`src/rtl/double_ended_queue_unit_defines.svh`:
```
// Assertion helpers shared by the deque controller and datapath.
// Both expect a clock named clk and an active-low reset named arst_n in scope.
`ifndef DOUBLE_ENDED_QUEUE_UNIT_DEFINES_SVH
`define DOUBLE_ENDED_QUEUE_UNIT_DEFINES_SVH

// Same-cycle implication.
`define DEQ_ASSERT_NOW(lbl, ante, cons, msg) \
	lbl: assert property (@(posedge clk) disable iff (!arst_n) (ante) |-> (cons)) \
		else $error(msg);

// Next-cycle implication.
`define DEQ_ASSERT_NEXT(lbl, ante, cons, msg) \
	lbl: assert property (@(posedge clk) disable iff (!arst_n) (ante) |=> (cons)) \
		else $error(msg);

`endif

```
`src/rtl/deq_pkg.sv`:
```
package deq_pkg;

	localparam int WORD_W = 32;

	// action codes
	localparam logic [1:0] ACT_PUSH_FRONT = 2'd0;
	localparam logic [1:0] ACT_PUSH_REAR  = 2'd1;
	localparam logic [1:0] ACT_POP_FRONT  = 2'd2;
	localparam logic [1:0] ACT_POP_REAR   = 2'd3;

	// status codes
	localparam logic [1:0] ST_OK        = 2'd0;
	localparam logic [1:0] ST_OVERFLOW  = 2'd1;
	localparam logic [1:0] ST_UNDERFLOW = 2'd2;

	localparam logic [WORD_W-1:0] NO_WORD = '1;

	// controller to datapath
	typedef struct packed {
		logic step;     // take the accepted item: update pointers, count, store
		logic capture;  // load the output register from the store read data
	} deq_cmd_t;

endpackage

```
`src/rtl/deq_ram.sv`:
```
module deq_ram #(
	parameter int WIDTH = 32,
	parameter int DEPTH = 16
) (
	input  logic                     clk,
	input  logic                     we,
	input  logic [$clog2(DEPTH)-1:0] waddr,
	input  logic [WIDTH-1:0]         wdata,
	input  logic [$clog2(DEPTH)-1:0] raddr_a,
	input  logic [$clog2(DEPTH)-1:0] raddr_b,
	output logic [WIDTH-1:0]         rdata_a,
	output logic [WIDTH-1:0]         rdata_b
);

	logic [WIDTH-1:0] mem_q [DEPTH];

	always_ff @(posedge clk) begin
		if (we) begin
			mem_q[waddr] <= wdata;
		end
		rdata_a <= mem_q[raddr_a];
		rdata_b <= mem_q[raddr_b];
	end

endmodule

```
`src/rtl/deq_ctrl.sv`:
```
`include "double_ended_queue_unit_defines.svh"

module deq_ctrl (
	input  logic              clk,
	input  logic              arst_n,
	input  logic              s_tvalid,
	output logic              s_tready,
	output logic              m_tvalid,
	input  logic              m_tready,
	output deq_pkg::deq_cmd_t cmd
);

	import deq_pkg::*;

	localparam logic [1:0] S_IDLE = 2'd0;
	localparam logic [1:0] S_READ = 2'd1;
	localparam logic [1:0] S_CAP  = 2'd2;

	logic [1:0] state_q;
	logic       m_tvalid_q;

	assign s_tready    = (state_q == S_IDLE);
	assign cmd.step    = s_tvalid && (state_q == S_IDLE);
	assign cmd.capture = (state_q == S_CAP) && (!m_tvalid_q || m_tready);
	assign m_tvalid    = m_tvalid_q;

	always_ff @(posedge clk or negedge arst_n) begin
		if (!arst_n) begin
			state_q <= S_IDLE;
		end else begin
			unique case (state_q)
				S_IDLE: begin
					if (cmd.step) begin
						state_q <= S_READ;
					end
				end
				S_READ: begin
					state_q <= S_CAP;
				end
				S_CAP: begin
					if (cmd.capture) begin
						state_q <= S_IDLE;
					end
				end
				default: begin
					state_q <= S_IDLE;
				end
			endcase
		end
	end

	// Hold the result until taken; a new capture refills it in the same cycle.
	always_ff @(posedge clk or negedge arst_n) begin
		if (!arst_n) begin
			m_tvalid_q <= 1'b0;
		end else if (cmd.capture) begin
			m_tvalid_q <= 1'b1;
		end else if (m_tready) begin
			m_tvalid_q <= 1'b0;
		end
	end

	`DEQ_ASSERT_NEXT(a_step_to_read, cmd.step, state_q == S_READ, "step did not start read")
	`DEQ_ASSERT_NEXT(a_read_to_cap, state_q == S_READ, state_q == S_CAP, "read not followed by capture")
	`DEQ_ASSERT_NEXT(a_cap_valid, cmd.capture, m_tvalid_q, "capture did not raise valid")
	`DEQ_ASSERT_NOW(a_cap_free, cmd.capture, !m_tvalid_q || m_tready, "capture over held result")

endmodule

```
`src/rtl/deq_datapath.sv`:
```
`include "double_ended_queue_unit_defines.svh"

module deq_datapath #(
	parameter int DEPTH = 16,
	parameter int CW    = 5,
	parameter int TW    = 104
) (
	input  logic                      clk,
	input  logic                      arst_n,
	input  deq_pkg::deq_cmd_t         cmd,
	input  logic [1:0]                action,
	input  logic [deq_pkg::WORD_W-1:0] push_value,
	output logic [TW-1:0]             m_tdata,
	output logic [1:0]                m_tuser
);

	import deq_pkg::*;

	localparam int AW = $clog2(DEPTH);
	localparam logic [AW-1:0] LAST_IDX = AW'(DEPTH - 1);
	localparam logic [CW-1:0] FULL_CNT = CW'(DEPTH);

	logic [AW-1:0] head_q, tail_q;
	logic [CW-1:0] cnt_q;
	logic [WORD_W-1:0] popped_q;
	logic [1:0] status_q;

	logic [WORD_W-1:0] out_popped_q, out_front_q, out_rear_q;
	logic [CW-1:0]     out_cnt_q;
	logic              out_empty_q, out_full_q;
	logic [1:0]        out_status_q;

	logic [AW-1:0] head_prev, head_next, tail_prev, tail_next;
	logic          is_empty, is_full, is_push;
	logic          we;
	logic [AW-1:0] waddr;
	logic [WORD_W-1:0] rd_head, rd_tail;

	assign head_prev = (head_q == '0) ? LAST_IDX : head_q - 1'b1;
	assign head_next = (head_q == LAST_IDX) ? '0 : head_q + 1'b1;
	assign tail_prev = (tail_q == '0) ? LAST_IDX : tail_q - 1'b1;
	assign tail_next = (tail_q == LAST_IDX) ? '0 : tail_q + 1'b1;

	assign is_empty = (cnt_q == '0);
	assign is_full  = (cnt_q == FULL_CNT);
	assign is_push  = (action == ACT_PUSH_FRONT) || (action == ACT_PUSH_REAR);

	assign we    = cmd.step && is_push && !is_full;
	assign waddr = (action == ACT_PUSH_FRONT) ? head_prev : tail_next;

	deq_ram #(
		.WIDTH(WORD_W),
		.DEPTH(DEPTH)
	) u_store (
		.clk    (clk),
		.we     (we),
		.waddr  (waddr),
		.wdata  (push_value),
		.raddr_a(head_q),
		.raddr_b(tail_q),
		.rdata_a(rd_head),
		.rdata_b(rd_tail)
	);

	always_ff @(posedge clk or negedge arst_n) begin
		if (!arst_n) begin
			head_q <= '0;
			tail_q <= LAST_IDX;
			cnt_q  <= '0;
		end else if (cmd.step) begin
			unique case (action)
				ACT_PUSH_FRONT: begin
					if (!is_full) begin
						head_q <= head_prev;
						cnt_q  <= cnt_q + 1'b1;
					end
				end
				ACT_PUSH_REAR: begin
					if (!is_full) begin
						tail_q <= tail_next;
						cnt_q  <= cnt_q + 1'b1;
					end
				end
				ACT_POP_FRONT: begin
					if (!is_empty) begin
						head_q <= head_next;
						cnt_q  <= cnt_q - 1'b1;
					end
				end
				ACT_POP_REAR: begin
					if (!is_empty) begin
						tail_q <= tail_prev;
						cnt_q  <= cnt_q - 1'b1;
					end
				end
				default: begin
					cnt_q <= cnt_q;
				end
			endcase
		end
	end

	// Popped word comes from the previous result's front or rear word.
	always_ff @(posedge clk) begin
		if (cmd.step) begin
			popped_q <= NO_WORD;
			status_q <= ST_OK;
			if (is_push) begin
				if (is_full) begin
					status_q <= ST_OVERFLOW;
				end
			end else if (is_empty) begin
				status_q <= ST_UNDERFLOW;
			end else if (action == ACT_POP_FRONT) begin
				popped_q <= out_front_q;
			end else begin
				popped_q <= out_rear_q;
			end
		end
	end

	always_ff @(posedge clk) begin
		if (cmd.capture) begin
			out_popped_q <= popped_q;
			out_status_q <= status_q;
			out_cnt_q    <= cnt_q;
			out_empty_q  <= is_empty;
			out_full_q   <= is_full;
			out_front_q  <= is_empty ? '0 : rd_head;
			out_rear_q   <= is_empty ? '0 : rd_tail;
		end
	end

	assign m_tdata = TW'({out_rear_q, out_front_q, out_full_q, out_empty_q,
		out_cnt_q, out_popped_q});
	assign m_tuser = out_status_q;

	`DEQ_ASSERT_NOW(a_cnt_bound, 1'b1, cnt_q <= FULL_CNT, "count beyond depth")
	`DEQ_ASSERT_NEXT(a_push_inc, we, cnt_q == $past(cnt_q) + 1'b1, "push did not advance count")
	`DEQ_ASSERT_NEXT(a_pop_dec, cmd.step && !is_push && !is_empty,
		cnt_q == $past(cnt_q) - 1'b1, "pop did not reduce count")

endmodule

```
`src/rtl/double_ended_queue_unit.sv`:
```
// Channel   Direction  tdata                     tuser
// s_*       in         push_value[31:0]          action[1:0]
// m_*       out        popped,count,flags,words  status[1:0]
//
// Each item passes through accept (pointers, count and store write),
// read of the head and tail entries through the store's two read ports,
// and capture into the output register; the read step exists because the
// store read is registered. A held result stalls only the capture cycle;
// the next item is accepted as soon as the previous one is captured. Reset
// sets the pointers to their start and clears count at once; the store has no clearing pass.
module double_ended_queue_unit #(
	parameter int DEPTH = 16
) (
	input  logic clk,
	input  logic arst_n,
	input  logic s_tvalid,
	output logic s_tready,
	input  logic [31:0] s_tdata,  // push_value[31:0]
	input  logic [1:0]  s_tuser,  // action[1:0]
	output logic m_tvalid,
	input  logic m_tready,
	// popped_value[31:0], entry_count[CW-1:0], is_empty, is_full,
	// front_word[31:0], rear_word[31:0], zero fill to whole bytes
	output logic [((98 + $clog2(DEPTH + 1) + 7) / 8) * 8 - 1:0] m_tdata,
	output logic [1:0]  m_tuser   // status[1:0]
);

	import deq_pkg::*;

	localparam int CW = $clog2(DEPTH + 1);
	localparam int TW = ((98 + CW + 7) / 8) * 8;

	deq_cmd_t cmd;

	// Sequence each transfer: accept, read, capture.
	deq_ctrl u_ctrl (
		.clk     (clk),
		.arst_n  (arst_n),
		.s_tvalid(s_tvalid),
		.s_tready(s_tready),
		.m_tvalid(m_tvalid),
		.m_tready(m_tready),
		.cmd     (cmd)
	);

	// Hold pointers, count, the word store and the output register.
	deq_datapath #(
		.DEPTH(DEPTH),
		.CW   (CW),
		.TW   (TW)
	) u_datapath (
		.clk       (clk),
		.arst_n    (arst_n),
		.cmd       (cmd),
		.action    (s_tuser),
		.push_value(s_tdata[WORD_W-1:0]),
		.m_tdata   (m_tdata),
		.m_tuser   (m_tuser)
	);

endmodule
```
`config.mk`:
```
export PLATFORM = sky130hd
export DESIGN_NAME = double_ended_queue_unit
export DESIGN_NICKNAME = d
export VERILOG_FILES = /design/src/rtl/deq_pkg.sv /design/src/rtl/deq_ram.sv /design/src/rtl/deq_ctrl.sv /design/src/rtl/deq_datapath.sv /design/src/rtl/double_ended_queue_unit.sv
export VERILOG_INCLUDE_DIRS = /design/src /design/src/rtl
export SDC_FILE = /design/constraint.sdc
export NUM_CORES = 1
export LEC_CHECK = 0
export BUFFER_PORTS_ARGS = -buffer_cell sky130_fd_sc_hd__buf_2
export CORE_MARGIN = 5
export CORE_UTILIZATION = 55
export CTS_CLUSTER_SIZE = 24
export DETAILED_ROUTE_END_ITERATION = 8
export GPL_TIMING_DRIVEN = 0
export PLACE_DENSITY_LB_ADDON = 0.08
export SETUP_SLACK_MARGIN = 0.15
export SLEW_MARGIN = 20
export SYNTH_ARGS = -nofsm -noshare
export SYNTH_HDL_FRONTEND = slang
export SYNTH_SLANG_ARGS = --single-unit
```
`constraint.sdc`:
```
create_clock -name clk -period 6 [get_ports clk]
set_input_delay 1.8 -clock clk [delete_from_list [all_inputs] [get_ports clk]]
set_output_delay 1.8 -clock clk [all_outputs]
set_load 0.01 [all_outputs]
```
==> results by group <==
Clocking
  • Clock root buffer: sky130_fd_sc_hd__clkbuf_16
  • Post-cts sizing count: 0
  • Clock tree from TritonCTS: built
  • Total number of clock tree sinks: 731
  • Cts bufs inserted: 76
  • Worst-path clk slew: 0.06 ns
  • Total of hold buffers inserted after clock tree synthesis: 0
  • Max clock buf depth: 3
  • Setup repair bufs after CTS: 0
  • Source-to-sink clock delay at the later pin of the worst-skew pair: 0.61 ns
  • Number of H-tree levels: 3

Setup path
  • Delay contributed by the slowest stage of the critical path: 0.82 ns
  • Startpoint of the most critical register-to-register path: u_datapath.tail_q[1]
  • Largest fanout of any net on the critical path: 10
  • Data arrival, critical path: 4.60 ns
  • Worst Setup Start Kind: input port
  • List of cells traversed by the critical path: buf_2 -> clkbuf_1 -> nor2_1 -> a31oi_1 -> nor2_4 -> buf_16 -> buf_16 -> buf_16
  • Kind of cell adding the most delay to the critical path: buffers and inverters
  • Critical path data required time: 6.36 ns
  • Most used cell along the critical path: sky130_fd_sc_hd__buf_16
  • Kind of critical path: in -> reg
  • Sum of buffers and inverters on the critical path: 5
  • Termination of the worst setup path: u_datapath.u_store.mem_q[0][18]
  • Worst Reg2Reg Path Length in Cells: 12
  • Worst setup path start: s_tuser[0]
  • Cell type of the slowest stage on the worst timing path: sky130_fd_sc_hd__a31oi_1
  • Endpoint of the worst register-to-register path: u_datapath.u_store.mem_q[0][18]
  • Flop2flop setup slack: 1.77 ns
  • Nature of the critical path endpoint: register
  • Critical path depth in cells: 8

Pwr
  • Combinational group share of total power: 35.3%
  • Sequential Power Share: 37.3%
  • PD cells: 487 nW/µm²
  • Standby leakage power: 0.0123 µW
  • Max rail drop VDD: 276 µV
  • Switching power summed over all nets: 5750 µW
  • Cell Int Power: 11900 µW
  • Clock share of power: 27.4%
  • Net switching share of the total power: 32.6%

Place
  • Half-perimeter wire length after placement: 55500 µm
  • Total cell area at the placement stage: 33700 µm²
  • Final estimated routing congestion in global placement: 0.810
  • Port bufs: 143

Finish
  • Net count, final: 1925
  • Syn-to-layout area delta: 17.0%
  • Number of fillers in the final layout: 3851
  • Ant. Diodes: 0
  • Fraction of final layout cells sized beyond drive strength 1: 32.1%
  • Footprint of the multi-input gates: 9250 µm²
  • Fraction of the core area covered by cells at the end of the flow: 64.6%
  • Most common cell after layout, fill and taps aside: sky130_fd_sc_hd__edfxtp_1
  • Design area: 36200 µm²
  • Top library cells by usage in the layout, fill and taps aside: sky130_fd_sc_hd__edfxtp_1 (651), sky130_fd_sc_hd__mux4_2 (255), sky130_fd_sc_hd__buf_2 (179)
  • Area taken by flip-flops and latches: 21200 µm²

GRT
  • Total track usage: 28.3%
  • M2 GR Usage: 44.1%
  • Vias in the first global route: 17.7k
  • Number of antenna violations at the first check in global routing: 0
  • GRT met1 Usage: 41.2%
  • Wire length of the first global-routing pass: 122000 µm
  • Largest net degree at the start of global routing: 29
  • Busiest metal layer after global routing: met2
  • GR met3 Demand/Resource: 5.77%
  • Overflow left after global routing: 0

STA
  • Unrepaired setup endpoints after global routing: false
  • Hold violation total from the final report: 0
  • Clock tree skew after final layout: 0.0183 ns
  • Max Transition Viols Final: 0
  • Max_slew headroom: 18.1%
  • Part of the cycle the worst path needs: 70.7%
  • Setup_tns: 0 ns
  • Final worst hold slack: 0.416 ns
  • Count of endpoints failing setup in the final report: 0
  • Max frequency: 236 MHz
  • Worst-margin pin slew: 1.23 ns
  • Minimum clock period after layout: 4.24 ns

Route
  • WL per Instance: 31.5 µm
  • DRC marker count from the first detailed-route iteration: 2238
  • Post-detailed-route via-to-cell ratio: 6.51
  • DR vias: 17.5k
  • Remaining design rule violation count: 0
  • Router iterations before antenna repair: 6
  • Total detailed-routing wirelength: 85000 µm
  • Routed Antenna Nets: 0

Synthesis
  • Cell count after synthesis: 1620
  • Biggest area consumer among synthesized cells: sky130_fd_sc_hd__edfxtp_1
  • Count of flip-flops with a built-in enable after synthesis: 651
  • Top-area cell type share of the netlist area: 63.2%
  • Share of the synthesized area in compound gates (AO/OA/AOI/OAI): 2.86%
  • Dominant combinational cell family by area after synthesis: multiplexers
  • Number of distinct library cells after synthesis: 49
  • Synth Net Count: 1667
  • Area share of and/or/nand/nor cells after synthesis: 3.88%
  • Cell area after synthesis: 30900 µm²
  • Top cells by area, synth: sky130_fd_sc_hd__edfxtp_1 (63%), sky130_fd_sc_hd__mux4_2 (19%), sky130_fd_sc_hd__dfxtp_1 (4.1%)
  • Synth Warn #: 0
  • Share of cell area taken by muxes after synthesis: 22.0%
  • Xor and xnor fraction of the mapped netlist area: 0.311%
  • Prevailing post-synth register cell: sky130_fd_sc_hd__edfxtp_1
  • Syn Area/Cell: 19.1 µm²
  • Sequential area share after synthesis: 68.6%
  • Count of state elements after synthesis: 731
  • Area share of fa/ha/maj cells after synthesis: 0.388%
  • Async S/R FF share, synth: 2.19%

Worst hold path
  • Worst hold path stage count: 0
  • Worst min-delay path startpoint: u_datapath.popped_q[30]
  • Type of the most critical hold path: reg -> reg

Status
  • Run status: finished, final reports clean

Floorplanning
  • Number of placement rows: 87
  • Starting density of the core: 55.2%
  • Horizontal die dimension: 247 µm
  • Area enclosed by the die boundary: 61100 µm²
  • Vertical die dimension: 247 µm
  • Total I/O pin count: 146
  • Total core area: 56100 µm²

Job
  • Max-cap violation count: 0
==> cells in the mapped netlist, drive strengths merged, types with 4 or more instances <==
library cell / number
a22oi: 30
dfrtp: 12
ha: 8
dfstp: 4
mux2i: 106
nor2b: 66
a31oi: 5
a221oi: 5
mux4: 255
nand2b: 4
nand3: 30
clkbuf: 52
o21ai: 17
nor3: 6
xor2: 7
nor2: 33
buf: 58
edfxtp: 651
nand2: 103
dfxtp: 64
a21oi: 38
xnor2: 4
o211ai: 29
inv: 10
==> layer usage <==
metal | vias to the layer above | part of all wire [%]
met1 | 9182 | 40
met4 | 0 | 2.8
met5 | - | 0
li1 | 7167 | -
met2 | 1028 | 47
met3 | 166 | 10
==> area by class of cell <==
cell class	count	area share, %
tap	756	2.61
inverter	10	0.104
clock buffer	107	5.86
multi-input combinational	769	25.6
sequential	731	58.7
timing repair buffer	180	4.54
clock inverter	32	1.13
buffer	110	1.51
==> metrics by stage <==
stage                     setup slack (ns)  std cells  total power [µW]
after floorplan                      0.642       1620             10600
after global placement               -3.08       2519             12700
after detailed placement              1.22       2556             12900
after CTS                             1.83       2695             17700
after global routing                  1.63       2695             18300
final                                 1.76       2695             17600
==> worst min path at each step <==
stage | end | slack [ns]
after detailed placement | u_datapath.out_popped_q[30] | 0.40
after global routing | u_datapath.out_popped_q[21] | 0.42
after CTS | u_datapath.out_popped_q[30] | 0.42
after floorplan | u_datapath.m_tuser[0] | 0.40
after global placement | u_datapath.out_popped_q[21] | 0.40
final | u_datapath.out_popped_q[30] | 0.42
==> logic make-up after synthesis <==
group,after synthesis
compound gates,134
simple gates,252
xor+xnor,11
fa+ha+maj,9
flops,731
mux,362
other cells,1
buf+inv,120
==> power groups by stage <==
| stage | Combinational [µW] | Clock [µW] | Sequential [µW] |
|---|---|---|---|
| 3_5_place_dp | 6190 | 0 | 6680 |
| 2_1_floorplan | 3940 | 0 | 6710 |
| 4_1_cts | 6230 | 4880 | 6580 |
| 5_1_grt | 6560 | 5120 | 6630 |
| 6_report | 6220 | 4830 | 6580 |
| 3_3_place_gp | 5950 | 0 | 6700 |
==> sequential cells by signal, summed over array words and instances, names as in the netlist, 5 cells and up <==
name                        flops
u_datapath.u_store.rdata_b     32
u_datapath.out_cnt_q            5
u_datapath.popped_q            32
u_datapath.out_rear_q          32
u_datapath.u_store.mem_q      512
u_datapath.out_popped_q        32
u_datapath.cnt_q                5
u_datapath.u_store.rdata_a     32
u_datapath.out_front_q         32
==> worst register-to-register path: stages, from the launching register on <==
cell                       delay, ns
sky130_fd_sc_hd__dfstp_2        0.58
sky130_fd_sc_hd__buf_2          0.19
sky130_fd_sc_hd__buf_2          0.30
sky130_fd_sc_hd__clkbuf_1       0.68
sky130_fd_sc_hd__inv_1          0.22
sky130_fd_sc_hd__ha_1           0.37
sky130_fd_sc_hd__nand2_1        0.08
sky130_fd_sc_hd__o21a_1         0.14
sky130_fd_sc_hd__nand2_1        0.26
sky130_fd_sc_hd__nor2_4         0.53
sky130_fd_sc_hd__buf_16         0.23
sky130_fd_sc_hd__buf_16         0.17
sky130_fd_sc_hd__buf_16         0.17
Note: power is estimated with default switching activity, not from simulation.
